[config.mk]
export PLATFORM = sky130hd
export DESIGN_NAME = astm_ram
export DESIGN_NICKNAME = d
export VERILOG_FILES = /design/src/rtl/assert_macros.svh /design/src/rtl/astm_ram.sv
export SDC_FILE = /design/constraint.sdc
export NUM_CORES = 2
export LEC_CHECK = 0
export ABC_CLOCK_PERIOD_IN_PS = 2460
export BUFFER_PORTS_ARGS = -buffer_cell sky130_fd_sc_hd__buf_2
export CELL_PAD_IN_SITES_DETAIL_PLACEMENT = 1
export CELL_PAD_IN_SITES_GLOBAL_PLACEMENT = 2
export CORE_AREA = 3 3 478 480
export DETAILED_ROUTE_END_ITERATION = 10
export DIE_AREA = 0 0 481 483
export HOLD_SLACK_MARGIN = 0.12
export PLACE_DENSITY = 0.59
export SKIP_CTS_REPAIR_TIMING = 1
export SLEW_MARGIN = 20
export SYNTH_ARGS = -nofsm -noshare
export SYNTH_HDL_FRONTEND = slang
export SYNTH_SLANG_ARGS = --single-unit
[constraint.sdc]
create_clock -name clk -period 2.46 [get_ports clk]
set_input_delay 0.369 -clock clk [delete_from_list [all_inputs] [get_ports clk]]
set_output_delay 0.369 -clock clk [all_outputs]
set_load 0.02 [all_outputs]
[src/rtl/assert_macros.svh]
// assertion macros for the rtl modules, included by astm_span_gen
`ifndef ASSERT_MACROS_SVH
`define ASSERT_MACROS_SVH
`ifndef NO_ASSERTIONS
`define ASSERT_PROP(lbl, clk, rst_n, prop) \
	lbl: assert property (@(posedge clk) disable iff (!rst_n) prop) \
		else $error("assertion failed");
`define ASSERT_NEVER(lbl, clk, rst_n, cond) \
	lbl: assert property (@(posedge clk) disable iff (!rst_n) !(cond)) \
		else $error("forbidden condition seen");
`else
`define ASSERT_PROP(lbl, clk, rst_n, prop)
`define ASSERT_NEVER(lbl, clk, rst_n, cond)
`endif
`endif

[src/rtl/astm_ram.sv]
// generic single-port ram with registered read
module astm_ram #(
	parameter int WIDTH = 8,
	parameter int DEPTH = 256
) (
	input  logic                     clk,
	input  logic                     en,
	input  logic                     we,
	input  logic [$clog2(DEPTH)-1:0] addr,
	input  logic [WIDTH-1:0]         wdata,
	output logic [WIDTH-1:0]         rdata
);

	logic [WIDTH-1:0] mem [DEPTH];
	logic [WIDTH-1:0] rdata_q;

	always_ff @(posedge clk) begin
		if (en) begin
			if (we) begin
				mem[addr] <= wdata;
			end
			rdata_q <= mem[addr];
		end
	end

	assign rdata = rdata_q;

endmodule

==> flow_summary_export.csv <==
group,metric,value,unit
critical_path,worst_setup_path_end_kind,"flip-flop",
global_routing,grt-ovfl-total,0,
route,route.detailed.drc,0,
placed_design,place_hpwl,142700,um
timing,finalHoldViolCount,0,
power_and_ir_drop,p_per_area,775.5,nW/um^2
synth,synth_area_leader_cell,"edfxtp_1",
floorplan,start_util,34.88,%
route,firstDrtPassIters,5,
finish,drive_gt1_share,36.94,%
clocking,clock_sinks,2056,
synth,ys_top_cells_by_count,"edfxtp_1 (2056), mux4_2 (512), nor2_1 (259)",
clocking,cts_made_buffers,212,
hold_path,hold_class,"primary input to flip-flop",
synth,yosysTopAreaCellShare,78.79,%
floorplan,core,224700,sq um
global_routing,grt_max_degree,86,
timing,fin_crit_sh,100.6,%
critical_path,crit_type,"flip-flop to flip-flop",
route,viasPerCell,5.319,
global_routing,grt_pass1_wl,319100,um
synth,ys_types,21,
power_and_ir_drop,total_power,0.07437,W
synth,ys_seq_area_share,78.79,%
floorplan,ios,27,
critical_path,cp.required,3.05,ns
route,num_vias,39360,
finish,fillers,20930,
route,drtAntennaViolNets,0,
route,first_iter_violations,3657,
clocking,clkTransAtPathRegs,0.07,ns
critical_path,arrival,3.07,ns
clocking,h-tree-depth,4,
finish,fin_nets,4248,
critical_path,crit_chain,"mux4_2 -> a22oi_2 -> a21oi_1 -> o41ai_4 -> buf_4 -> nand4_1",
power_and_ir_drop,leakagePower,30.35,nW
timing,drv_slew,0,
timing,setup_viol,1,
synth,syn-num-nets,3544,
synth,synth_edf_count,2056,
route,totalWireLength,221200,um
floorplan,dieArea,232300,sq um
flow_run,cap_violations,0,
timing,setup_slack,-0.01450,ns
floorplan,die_x,481,um
global_routing,antenna_found_initial,6,
critical_path,cpPeakStageDelay,0.57,ns
critical_path,slowest_stage,"o41ai_4",
clocking,tritoncts,"yes",
global_routing,grt_pass1_vias,41990,
timing,max_freq,0.4041,GHz
timing,min_period,2.475,ns
floorplan,rows,174,
placed_design,placed_area,88590,sq um
timing,hold_slack,0.4390,ns
critical_path,cp_max_fo,1,
synth,netlist_area,78360,sq um
critical_path,crit_path_start_kind,"flip-flop",
timing,slew_headroom,42.22,%
synth,synth.area.top_cells,"edfxtp_1 (79%), mux4_2 (15%), a22oi_1 (2.5%)",
status,outcome,"finished with violations",
synth,synth-seq-cells,2056,
clocking,cts-root-buf,"clkbuf_16",
timing,tightest_slew,0.8667,ns
placed_design,io_buffers,26,
global_routing,track_usage,19.04,%
clocking,cts_buffer_depth,3,
placed_design,gp_congestion,0.7802,
clocking,clk_latency,0.85,ns
floorplan,die-height,483,um
synth,yosysMostFrequentCell,"edfxtp_1",
route,wire_per_inst,29.89,um
power_and_ir_drop,vdd_ir_drop_max,0.6501,mV
synth,synthArstFlopShare,0,%
synth,syn_area_per_cell,22.23,sq um
finish,final_area,95900,sq um
status,violations,"setup timing",
synth,synthCells,3525,
synth,synth_warnings,0,
synth,ys.flop_type,"edfxtp_1",
finish,synthToLayoutAreaGrowth,22.38,%
timing,skew,0.04305,ns
==> final timing paths <==
check | end | depth (start not counted) | slack (ns) | startpoint
setup / recovery | rdata[7] | 6 | -0.01 | mem[105][7]
setup reg to reg | rdata[7] | 6 | -0.01 | mem[105][7]
hold reg to reg | rdata[0] | 6 | 1.17 | mem[166][0]
hold / removal | rdata[4] | 6 | 0.44 | addr[6]
==> cell usage in the layout (no fill, tap or decap), drive strengths merged <==
master       count
nand2b           2
nor2b            6
bufinv          22
o41ai           32
dlygate4sd3      9
a21oi          128
and4             1
nand3            4
buf            706
a22oi          256
diode            3
clkbuf         264
edfxtp        2056
inv              8
nor3b            2
nor3             1
clkinvlp         6
clkinv          90
nand4            8
nor2           259
or2              1
and2             2
nand2           30
mux4           512
==> critical path, delay by kind of cell (launching register included) <==
| family | cells | cell delay (ns) |
|---|---|---|
| flip-flops | 1 | 0.37 |
| multiplexers | 1 | 0.48 |
| buffers and inverters | 1 | 0.22 |
| AO/OA/AOI/OAI | 3 | 1.03 |
| AND/OR/NAND/NOR | 1 | 0.11 |
==> flip-flops by register name, indices dropped and copies added (netlist names) <==
register  flops
mem        2048
rdata         8
==> area by class of cell <==
class	instances	area [sq um]	area share, %
antenna	3	7.507	0.007828
clock inverter	126	1315	1.371
clock buffer	264	5543	5.780
sequential	2056	61740	64.38
tap	2992	3744	3.904
timing repair buffer	715	7157	7.463
multi-input combinational	1244	16390	17.10
==> power by group <==
group / switching, W / internal [W]
clock: 0.0135 / 0.0183
combinational: 0.00234 / 0.00157
sequential: 0.0000364 / 0.0386
total: 0.0159 / 0.0585
==> metal layers <==
metal  wire [um]  part of all wire, %  GRT usage, %  vias up
li1            -                    -             -    16450
met1       97720                   44         27.13    21700
met2      108900                   49         31.01      957
met3        9783                  4.4         2.543      258
met4        4781                  2.2         4.714        0
met5           0                    0             0        -
==> cell families (layout without fill, tap and decap cells) <==
| logic type | after synthesis | count (layout) | share of synthesized area (%) |
|---|---|---|---|
| AOI/OAI and AO/OA | 416 | 416 | 3.628 |
| buffers and inverters | 225 | 1105 | 1.274 |
| DFF | 2056 | 2056 | 78.79 |
| muxes | 512 | 512 | 14.71 |
| other | 0 | 3 | 0 |
| and+or+nand+nor | 316 | 316 | 1.598 |
==> per-stage QoR <==
step | std cells | setup WS, ns | util (%) | setup TNS (ns)
final | 7400 | -0.01450 | 42.68 | -0.01450
after global routing | 7398 | -0.07119 | 42.68 | -0.08908
after CTS | 7389 | -0.6370 | 42.48 | -2.630
after detailed placement | 6999 | -1.449 | 39.43 | -96.76
after global placement | 6997 | -2.072 | 39.42 | -52.13
after floorplan | 3525 | -0.08487 | - | -46.85
(Power assumes the default switching activity.)
