--- src/rtl/assert_macros.svh ---
// assertion macros for the rtl modules, included by astm_span_gen
`ifndef ASSERT_MACROS_SVH
`define ASSERT_MACROS_SVH
`ifndef NO_ASSERTIONS
`define ASSERT_PROP(lbl, clk, rst_n, prop) \
	lbl: assert property (@(posedge clk) disable iff (!rst_n) prop) \
		else $error("assertion failed");
`define ASSERT_NEVER(lbl, clk, rst_n, cond) \
	lbl: assert property (@(posedge clk) disable iff (!rst_n) !(cond)) \
		else $error("forbidden condition seen");
`else
`define ASSERT_PROP(lbl, clk, rst_n, prop)
`define ASSERT_NEVER(lbl, clk, rst_n, cond)
`endif
`endif

--- src/rtl/astm_pkg.sv ---
// types, constants and address functions of the span texture mapper
package astm_pkg;

	localparam int TEX_ADDR_BITS = 18;
	localparam int LIGHT_LEVELS  = 32;
	localparam int MAX_SPAN      = 64;

	localparam int TEX_AW       = TEX_ADDR_BITS;
	localparam int TEX_DEPTH    = 1 << TEX_AW;
	localparam int LIGHT_W      = (LIGHT_LEVELS > 1) ? $clog2(LIGHT_LEVELS) : 1;
	localparam int LIGHT_DEPTH  = LIGHT_LEVELS * 256;
	localparam int CM_AW        = LIGHT_W + 8;
	localparam int CNT_W        = $clog2(MAX_SPAN + 1);
	localparam int TA_FULL_W    = 18;

	localparam logic [1:0] MODE_TEX  = 2'd0;
	localparam logic [1:0] MODE_CMAP = 2'd1;
	localparam logic [1:0] MODE_SPAN = 2'd2;

	localparam logic [1:0] CFG_SIZE       = 2'd0;
	localparam logic [1:0] CFG_LOW_DETAIL = 2'd1;
	localparam logic [1:0] CFG_LOW_PREC   = 2'd2;

	localparam logic [1:0] SIZE_64  = 2'd0;
	localparam logic [1:0] SIZE_128 = 2'd1;
	localparam logic [1:0] SIZE_256 = 2'd2;

	typedef struct packed {
		logic [1:0]  mode;
		logic [17:0] load_address;
		logic [7:0]  load_data;
		logic [31:0] u_start;
		logic [31:0] v_start;
		logic [31:0] u_step;
		logic [31:0] v_step;
		logic [10:0] start_column;
		logic [6:0]  pixel_count;
		logic [9:0]  screen_row;
		logic [4:0]  light_level;
	} cmd_t;

	typedef struct packed {
		logic [7:0]  color;
		logic [11:0] column;
		logic [9:0]  row;
		logic        double_width;
		logic        last;
	} pix_t;

	typedef struct packed {
		logic [1:0] texture_size_code;
		logic       low_detail;
		logic       low_precision;
	} cfg_t;

	typedef struct packed {
		logic [1:0]         kind;
		logic               load_ok;
		logic [TEX_AW-1:0]  tex_addr;
		logic [CM_AW-1:0]   cm_addr;
		logic [7:0]         load_data;
		logic [LIGHT_W-1:0] light;
		logic [11:0]        column;
		logic [9:0]         row;
		logic               double_width;
		logic               last;
	} item_t;

	function automatic logic [31:0] pack_pos(input logic [31:0] u, input logic [31:0] v);
		return {v[21:6], u[21:6]};
	endfunction

	function automatic logic [TA_FULL_W-1:0] texel_addr(input logic [31:0] u,
		input logic [31:0] v, input logic [31:0] pos, input logic [1:0] code,
		input logic packed_path);
		logic [TA_FULL_W-1:0] ta;
		if (packed_path) begin
			ta = {6'd0, pos[15:10], pos[31:26]};
		end else begin
			case (code)
				SIZE_64:  ta = {6'd0, u[31:26], v[31:26]};
				SIZE_128: ta = {4'd0, u[31:25], v[31:25]};
				SIZE_256: ta = {2'd0, u[31:24], v[31:24]};
				default:  ta = {u[31:23], v[31:23]};
			endcase
		end
		return ta;
	endfunction

endpackage

--- src/rtl/astm_span_gen.sv ---
// command register and per-pixel coordinate stepping
`include "assert_macros.svh"
module astm_span_gen (
	input  logic           clk,
	input  logic           arst_n,
	input  logic           advance,
	input  astm_pkg::cfg_t cfg,
	input  logic           cmd_valid,
	output logic           cmd_stall,
	input  astm_pkg::cmd_t cmd,
	output logic           valid_s1,
	output astm_pkg::item_t item_s1
);

	import astm_pkg::*;

	logic                 busy_q;
	logic [1:0]           kind_q;
	logic [CNT_W-1:0]     cnt_q;
	logic [31:0]          u_q;
	logic [31:0]          v_q;
	logic [31:0]          pos_q;
	logic [31:0]          us_q;
	logic [31:0]          vs_q;
	logic [31:0]          ps_q;
	logic [11:0]          col_q;
	logic [9:0]           row_q;
	logic [LIGHT_W-1:0]   light_q;
	logic [17:0]          laddr_q;
	logic [7:0]           ldata_q;

	logic                 take;
	logic                 accept;
	logic                 emit;
	logic                 packed_path;
	logic [CNT_W-1:0]     cnt_sat;
	logic [LIGHT_W-1:0]   light_sat;
	logic [11:0]          col_step;
	logic [TA_FULL_W-1:0] ta_full;
	logic                 span_start;
	item_t                item;

	assign take        = !busy_q || (cnt_q == CNT_W'(1));
	assign cmd_stall   = !(advance && take);
	assign accept      = cmd_valid && !cmd_stall;
	assign emit        = busy_q && advance;
	assign packed_path = cfg.low_precision && (cfg.texture_size_code == SIZE_64)
		&& !cfg.low_detail;
	assign col_step    = cfg.low_detail ? 12'd2 : 12'd1;
	assign span_start  = (cmd.mode == MODE_SPAN) && (cmd.pixel_count != 7'd0);

	always_comb begin
		if (32'(cmd.pixel_count) > MAX_SPAN) begin
			cnt_sat = CNT_W'(MAX_SPAN);
		end else begin
			cnt_sat = CNT_W'(cmd.pixel_count);
		end
		if (32'(cmd.light_level) >= LIGHT_LEVELS) begin
			light_sat = LIGHT_W'(LIGHT_LEVELS - 1);
		end else begin
			light_sat = LIGHT_W'(cmd.light_level);
		end
	end

	always_comb begin
		ta_full           = texel_addr(u_q, v_q, pos_q, cfg.texture_size_code, packed_path);
		item.kind         = kind_q;
		item.tex_addr     = (kind_q == MODE_TEX) ? laddr_q[TEX_AW-1:0] : ta_full[TEX_AW-1:0];
		item.cm_addr      = laddr_q[CM_AW-1:0];
		item.load_data    = ldata_q;
		item.light        = light_q;
		item.column       = col_q;
		item.row          = row_q;
		item.double_width = cfg.low_detail;
		item.last         = (cnt_q == CNT_W'(1));
		case (kind_q)
			MODE_TEX:  item.load_ok = 32'(laddr_q) < TEX_DEPTH;
			MODE_CMAP: item.load_ok = 32'(laddr_q) < LIGHT_DEPTH;
			default:   item.load_ok = 1'b0;
		endcase
	end

	always_ff @(posedge clk or negedge arst_n) begin
		if (!arst_n) begin
			busy_q   <= 1'b0;
			kind_q   <= MODE_TEX;
			cnt_q    <= '0;
			u_q      <= '0;
			v_q      <= '0;
			valid_s1 <= 1'b0;
		end else begin
			if (advance) begin
				valid_s1 <= busy_q;
			end
			if (accept) begin
				case (cmd.mode)
					MODE_TEX, MODE_CMAP: begin
						busy_q <= 1'b1;
						kind_q <= cmd.mode;
						cnt_q  <= CNT_W'(1);
					end
					MODE_SPAN: begin
						busy_q <= span_start;
						kind_q <= MODE_SPAN;
						if (span_start) begin
							cnt_q <= cnt_sat;
							u_q   <= cmd.u_start;
							v_q   <= cmd.v_start;
						end
					end
					default: begin
						busy_q <= 1'b0;
					end
				endcase
			end else if (emit) begin
				cnt_q  <= cnt_q - CNT_W'(1);
				busy_q <= (cnt_q != CNT_W'(1));
				if (kind_q == MODE_SPAN) begin
					u_q <= u_q + us_q;
					v_q <= v_q + vs_q;
				end
			end
		end
	end

	always_ff @(posedge clk) begin
		if (advance) begin
			item_s1 <= item;
		end
		if (accept) begin
			laddr_q <= cmd.load_address;
			ldata_q <= cmd.load_data;
			if (span_start) begin
				pos_q   <= pack_pos(cmd.u_start, cmd.v_start);
				us_q    <= cmd.u_step;
				vs_q    <= cmd.v_step;
				ps_q    <= pack_pos(cmd.u_step, cmd.v_step);
				col_q   <= {1'b0, cmd.start_column} << cfg.low_detail;
				row_q   <= cmd.screen_row;
				light_q <= light_sat;
			end
		end else if (emit) begin
			pos_q <= pos_q + ps_q;
			col_q <= col_q + col_step;
		end
	end

	`ASSERT_NEVER(a_busy_has_count, clk, arst_n, busy_q && (cnt_q == '0))
	`ASSERT_NEVER(a_count_bounded, clk, arst_n, 32'(cnt_q) > MAX_SPAN)
	`ASSERT_PROP(a_span_starts, clk, arst_n, accept && span_start |=> busy_q)
	`ASSERT_PROP(a_freeze_holds, clk, arst_n, !advance |=> $stable(valid_s1))

endmodule

--- config.mk ---
export PLATFORM = sky130hd
export DESIGN_NAME = astm_span_gen
export DESIGN_NICKNAME = d
export VERILOG_FILES = /design/src/rtl/astm_pkg.sv /design/src/rtl/astm_span_gen.sv
export VERILOG_INCLUDE_DIRS = /design/src /design/src/rtl
export SDC_FILE = /design/constraint.sdc
export NUM_CORES = 1
export LEC_CHECK = 0
export BUFFER_PORTS_ARGS = -buffer_cell sky130_fd_sc_hd__clkbuf_2
export CAP_MARGIN = 20
export CORE_MARGIN = 10
export CORE_UTILIZATION = 27
export DETAILED_ROUTE_END_ITERATION = 8
export SKIP_CTS_REPAIR_TIMING = 1
export SLEW_MARGIN = 10
export SYNTH_ARGS = -nofsm -noshare
export SYNTH_HDL_FRONTEND = slang
export SYNTH_SLANG_ARGS = --single-unit
export TNS_END_PERCENT = 30
--- constraint.sdc ---
create_clock -name clk -period 5.9 [get_ports clk]
set_input_delay 0.885 -clock clk [delete_from_list [all_inputs] [get_ports clk]]
set_output_delay 0.885 -clock clk [all_outputs]
set_load 0.1 [all_outputs]
==> run metrics, run 1 <==
initial antenna violation count 12; r2r setup slk between 1.5 and 2 ns; fraction of registers with async set/reset 25.4%; slowest CP cell buf_4; Internal Power 5.75 mW; Top FF cell, synth edfxtp_1; vias in the first global route approximately 13000; num ports 270; Non-Filler Instances 2606; Max clock buf depth 3; reg-to-reg endpoint cnt_q[5]$_DFFE_PN0P_; Max Cap Viol 0; fin. max-slew vios 0; post-detailed-route wirelength per cell around 20 um; NetSw about 4 mW; final hold viol count 0; crit-path leading delay family buffers and inverters; skew final 0.0321 ns; Max-slew headroom a little under a third; worst hold path class in2async; Mean Syn Cell Area 10.6 sq um; GP Congestion between 0.8 and 0.9; Final Setup Violations 0; first-pass GRT wire length about 78000 um; initial DRC count between 800 and 900; clock group share of total power a little under a quarter; crit end category flip-flop; Layout Nets 2092; Static Leakage about 8 nW; Syn. warnings 0; Initial Util 27.2%; Syn Inst Count about 1500; CORE AREA 60100 sq um; clock latency on the worst-skew pair roughly 0.57 ns; CP Max Fanout between 90 and 100; Via Count between 10000 and 15000; DP Wirelength a little under 40000 um; clock sinks around 300; RSZ-0062 raised after global routing false; Peak Freq between 200 and 250 MHz; Cell variety after synth 80; Worst Path Buf+Inv 2; GRT Total Usage 14.2%; Via density between 5 and 6; CP arrival 4.64 ns; die height between 200 and 300 um; layout cell share with drive strength beyond 1 between 20% and 30%; number of buffers added on ports roughly 270; H-tree Lvls 2; Power Density a little under 500 nW/um^2; Std-Cell Rows 90; critical path launch point type flip-flop; die width between 200 and 300 um; Max stage delay on crit path 0.88 ns; clk slew on worst S/H paths approximately 0.060 ns; CTS tree built; # DRC 0; TritonCTS Buffers 36; largest net degree at the start of global routing 96; power share of the combinational group a little over two fifths; sequential element share of the synthesized area 51.9%; Mapped Nets about 1800; min cycle time layout between 4 and 5 ns; part of the power in registers 32.4%; die footprint 70800 sq um; worst vdd ir about 0.00021 V; status complete, no violations; WL final roughly 52000 um; synthesized area ~16000 sq um; Setup TNS Final 0 ns; FF+latch count, synth 295; GRT Residual Overflow 0; Sw Ratio 41.3%; Synth top area share 40.4%; Slew @ Worst Pin 1.02 ns; Reg2Reg Depth 10; synth top area cells edfxtp_1 (40%), dfrtp_1 (11%), ha_1 (7.4%), nand2_1 (4.2%), a21oi_1 (3.9%); area grow syn2layout 21.0%; Placed Instances about 2500; first-pass iteration count of the detailed router 5; final worst-path cycle share 70.5%; Stages on worst setup path 10; area leader, netlist edfxtp_1; reg-to-reg startpoint cnt_q[3]$_DFFE_PN0P_; Crit Path Class reg2reg; Final ANT Viol Nets 0; root buffer cell clkbuf_16; Top cell by count, worst path o21ai_0; Post-synth EDFFs between 200 and 250; worst path cell trace nor3_1, nand3_1, nand2_1, nand3_4, inv_4, buf_4, nor2_1, a21oi_1, o21ai_0, o21ai_0; Required @ worst endpoint 6.38 ns
[worst max path at each step]
stage	start	to	slack, ns
6_report	cnt_q[3]$_DFFE_PN0P_	cnt_q[5]$_DFFE_PN0P_	1.74
5_1_grt	cnt_q[3]$_DFFE_PN0P_	cnt_q[4]$_DFFE_PN0P_	1.26
4_1_cts	cnt_q[3]$_DFFE_PN0P_	u_q[25]$_DFFE_PN0P_	1.39
3_5_place_dp	cnt_q[3]$_DFFE_PN0P_	u_q[25]$_DFFE_PN0P_	1.40
3_3_place_gp	advance	u_q[31]$_DFFE_PN0P_	1.55
2_1_floorplan	cmd_valid	col_q[0]$_DFFE_PP_	1.13
[logic make-up (layout without fill, tap and decap cells)]
logic type      count (synthesis)  count (layout)  synth area share, %
buf+inv                        99             378                 2.42
flops                         295             295                 51.9
mux                            32              32                 2.53
xor+xnor                       89              89                 4.77
other cells                     0               3                    0
simple gates                  478             478                 13.3
compound gates                448             448                 17.2
fa+ha+maj                     101             101                 7.92
[registers in the layout, indices dropped and copies added, names as in the netlist, 8 cells and up]
name     flops
row_q       10
v_q         32
ldata_q      8
vs_q        32
pos_q       32
col_q       12
u_q         32
us_q        32
item_s1     71
laddr_q     18
[layout by cell type, fill, tap and decap left out, types with 31 or more instances in the layout]
cell       Yosys  final
clkbuf_2       0    267
edfxtp_1     220    220
nand2_1      181    181
nor2_1       153    152
a21oi_1      128    128
o21ai_0      103    103
ha_1          97     97
dfrtp_1       75     75
a21o_1        51     51
a31oi_1       50     50
xnor2_1       50     50
xor2_1        39     39
clkbuf_16      0     36
inv_1         32     31
[cell usage after synthesis (7+ instances only)]
cell type / count
nor4_1: 11
nand2b_1: 11
nand3_1: 29
a21oi_1: 128
xor2_1: 39
o21ai_0: 103
dfrtp_1: 75
a31oi_1: 50
o21a_1: 12
nand2_1: 181
inv_1: 32
buf_2: 13
and3_1: 11
a211oi_1: 16
or3_1: 10
xnor2_1: 50
nor3_1: 13
o21bai_1: 9
nor2b_1: 14
mux2i_1: 20
o211ai_1: 22
ha_1: 97
nor2_1: 153
mux4_2: 7
clkbuf_1: 44
buf_1: 8
edfxtp_1: 220
nand4_1: 19
a21o_1: 51
[per-layer routing]
layer / wire length, um / vias up / GRT usage (%)
li1: - / 6246 / -
met4: 993 / 16 / 3.55
met5: 102 / - / 0
met3: 4210 / 72 / 4.17
met1: 22900 / 6293 / 18.4
met2: 23800 / 443 / 22.8
[stage by stage]
stage               power (mW)  setup slack, ns  util [%]  hold slack [ns]  area, sq um
finish                    9.80             1.74      32.9            0.225        19800
detailed placement        7.49             1.40      30.8            0.405        18500
global placement          7.38             1.55      30.8            0.402        18500
global route              10.5             1.26      32.9            0.233        19800
CTS                       9.87             1.39      32.8            0.205        19700
floorplan                 6.47             1.13         -            0.400        16300
[layout make-up]
type / instances / area (sq um)
multi-input cells: 1148 / 7500
clock inverters: 20 / 287
flip-flops and latches: 295 / 8480
clock buffers: 45 / 935
repair buffers: 281 / 1450
diodes: 3 / 7.51
fillers: 6161 / 40400
well taps: 782 / 978
inverters: 32 / 123
[power by group through the flow]
| stage | combinational (mW) | sequential [mW] | clock (mW) |
|---|---|---|---|
| finish | 4.29 | 3.18 | 2.33 |
| global route | 4.76 | 3.23 | 2.47 |
| CTS | 4.30 | 3.17 | 2.39 |
| detailed placement | 4.27 | 3.21 | 0 |
| global placement | 4.19 | 3.20 | 0 |
| floorplan | 2.82 | 3.64 | 0 |
(Power assumes the default switching activity.)
==> run 2: changes to the inputs <==
==> constraint.sdc (replaced) <==
create_clock -name clk -period 3.8 [get_ports clk]
set_input_delay 0.57 -clock clk [delete_from_list [all_inputs] [get_ports clk]]
set_output_delay 0.57 -clock clk [all_outputs]
set_load 0.1 [all_outputs]
==> run 2 against run 1 <==
Net effect:
- global-route usage grew 0.29 points
- clock-buffer cell count shrank 2
- register-to-register slack lost 1.3 ns
- cell count grew 0.19%
- die area is the same
- wire length grew 1.4%
- sequential share of layout area shrank 0.25 points
- sequential power grew 54%
- worst hold slack lost 0.12 ns
- clock power grew 59%
- setup slack lost 1.3 ns
- via count grew 0.80%
- critical endpoint is now pos_q[30]$_DFFE_PP_
- largest cell class unchanged
==> run metrics, run 2 (synthesis results as in run 1) <==
skew final 0.0303 ns (was 0.0321 ns); GRT Residual Overflow 0 (unchanged); Via Count 13174 (was 13070); most common cell after layout, fill and taps aside clkbuf_2 (unchanged); Worst Hold Slack 0.102 ns (was 0.225 ns); die footprint 70800 sq um (unchanged); initial DRC count 1077 (was 832); Most flops, register item_s1 (unchanged); RSZ-0062 raised after global routing false (unchanged); min cycle time layout 3.32 ns (was 4.16 ns); vias in the first global route 12897 (was 13098); root buffer cell clkbuf_16 (unchanged); register area 8480 sq um (unchanged); NetSw 6.30 mW (was 4.05 mW); # DRC 0 (unchanged); layout cell share with drive strength beyond 1 21.0% (was 20.5%); Post-Layout Inst Area 19900 sq um (was 19800 sq um); Std-Cell Rows 90 (unchanged); first-pass GRT wire length 79200 um (was 78300 um); Via density 5.05 (was 5.02); Final Setup Violations 0 (unchanged); Crit Path Class reg2reg (unchanged); clock group share of total power 24.2% (was 23.7%); CORE AREA 60100 sq um (unchanged); most frequent cells in the layout clkbuf_2 (267), edfxtp_1 (220), nand2_1 (181), nor2_1 (152), a21oi_1 (128) (unchanged); fin. max-slew vios 0 (unchanged); CP Max Fanout 3 (was 91); Power Density 772 nW/um^2 (was 496 nW/um^2); Initial Util 27.2% (unchanged); TritonCTS Buffers 36 (unchanged); Reg2Reg Depth 11 (was 10); clock latency on the worst-skew pair 0.56 ns (was 0.57 ns); part of the power in registers 32.0% (was 32.4%); final hold viol count 0 (unchanged); num ports 270 (unchanged); number of buffers added on ports 269 (unchanged); first-pass iteration count of the detailed router 6 (was 5); status complete, no violations (unchanged); H-tree Lvls 2 (unchanged); final worst-path cycle share 87.5% (was 70.5%); power share of the combinational group 43.9% (was 43.8%); Static Leakage 8.09 nW (was 8.03 nW); overall power 15.4 mW (was 9.80 mW); Internal Power 9.06 mW (was 5.75 mW); crit end category flip-flop (unchanged); clock sinks 295 (unchanged); Max clock buf depth 3 (unchanged); worst hold path class in2async (unchanged); Max-slew headroom 34.9% (was 31.9%); critical path launch point type flip-flop (unchanged); Required @ worst endpoint 4.08 ns (was 6.38 ns); area of the multi-input gates 7500 sq um (unchanged); Final ANT Viol Nets 0 (unchanged); die height 266 um (unchanged); die width 266 um (unchanged); Filler Cell Count 6120 (was 6161); WL final 52800 um (was 52100 um); CP arrival 3.61 ns (was 4.64 ns); Placed Instances 2544 (was 2537); Max Cap Viol 0 (unchanged); Setup TNS Final 0 ns (unchanged); max reg flops 71 (unchanged); GRT Total Usage 14.5% (was 14.2%); GP Congestion 0.880 (was 0.883); Non-Filler Instances 2611 (was 2606); placed cell area 18600 sq um (was 18500 sq um); post-detailed-route wirelength per cell 20.2 um (was 20.0 um); DP Wirelength 39600 um (about the same); Layout Nets 2098 (was 2092); clk slew on worst S/H paths 0.06 ns (about the same); initial antenna violation count 3 (was 12); worst vdd ir 0.000314 V (was 0.000211 V); CTS tree built (unchanged); area grow syn2layout 21.7% (was 21.0%); largest net degree at the start of global routing 155 (was 96); Slew @ Worst Pin 0.977 ns (was 1.02 ns); Sw Ratio 41.0% (was 41.3%); Peak Freq 301 MHz (was 240 MHz)
[run 2: worst paths after layout]
path	slack (ns)	end	start
min in group clk	0.18	laddr_q[2]$_DFFE_PP_	cmd[171]
min reg2reg	0.40	item_s1[33]$_DFFE_PP_	ldata_q[4]$_DFFE_PP_
min	0.10	u_q[4]$_DFFE_PN0P_	arst_n
max	0.48	pos_q[30]$_DFFE_PP_	us_q[6]$_DFFE_PP_
max in group asynchronous	2.93	v_q[4]$_DFFE_PN0P_	arst_n
max reg2reg	0.48	pos_q[30]$_DFFE_PP_	us_q[6]$_DFFE_PP_
[run 2: power by group through the flow]
stage	sequential, mW	clock [mW]	combinational [mW]
after floorplan	5.65	0	4.39
after global placement	4.94	0	6.59
after detailed placement	4.97	0	6.69
after CTS	4.91	3.81	6.73
after global routing	4.99	3.94	7.45
final	4.91	3.71	6.74
[run 2: layout make-up]
class	instances	share of cell area, %
antenna	2	0.0252
clock buffer	43	4.98
clock inverter	22	1.40
inverter	32	0.617
multi-input combinational	1148	37.7
sequential	295	42.7
tap	782	4.92
timing repair buffer	287	7.66
[run 2: worst max-delay path, cell delays in order (launching register included)]
cell       delay, ns
edfxtp_1        0.39
ha_1            0.22
fa_1            0.42
a21o_1          0.22
a2bb2oi_1       0.28
a21oi_1         0.20
and4_1          0.27
o31ai_1         0.33
o21ai_0         0.27
a31oi_1         0.25
xor2_1          0.15
o21ai_0         0.08
[run 2: layer usage]
| metal | share of wire (%) | GRT usage, % | vias to the layer above |
|---|---|---|---|
| met3 | 8.1 | 3.34 | 71 |
| li1 | - | - | 6249 |
| met1 | 45 | 19.4 | 6315 |
| met5 | 0 | 0 | - |
| met2 | 46 | 23.2 | 539 |
| met4 | 1.8 | 3.47 | 0 |
[run 2: stage by stage]
| step | util (%) | setup WS, ns |
|---|---|---|
| after global placement | 31.0 | 0.398 |
| after CTS | 33.1 | 0.435 |
| after floorplan | - | 0.0170 |
| final | 33.1 | 0.476 |
| after global routing | 33.1 | 0.120 |
| after detailed placement | 31.0 | 0.421 |
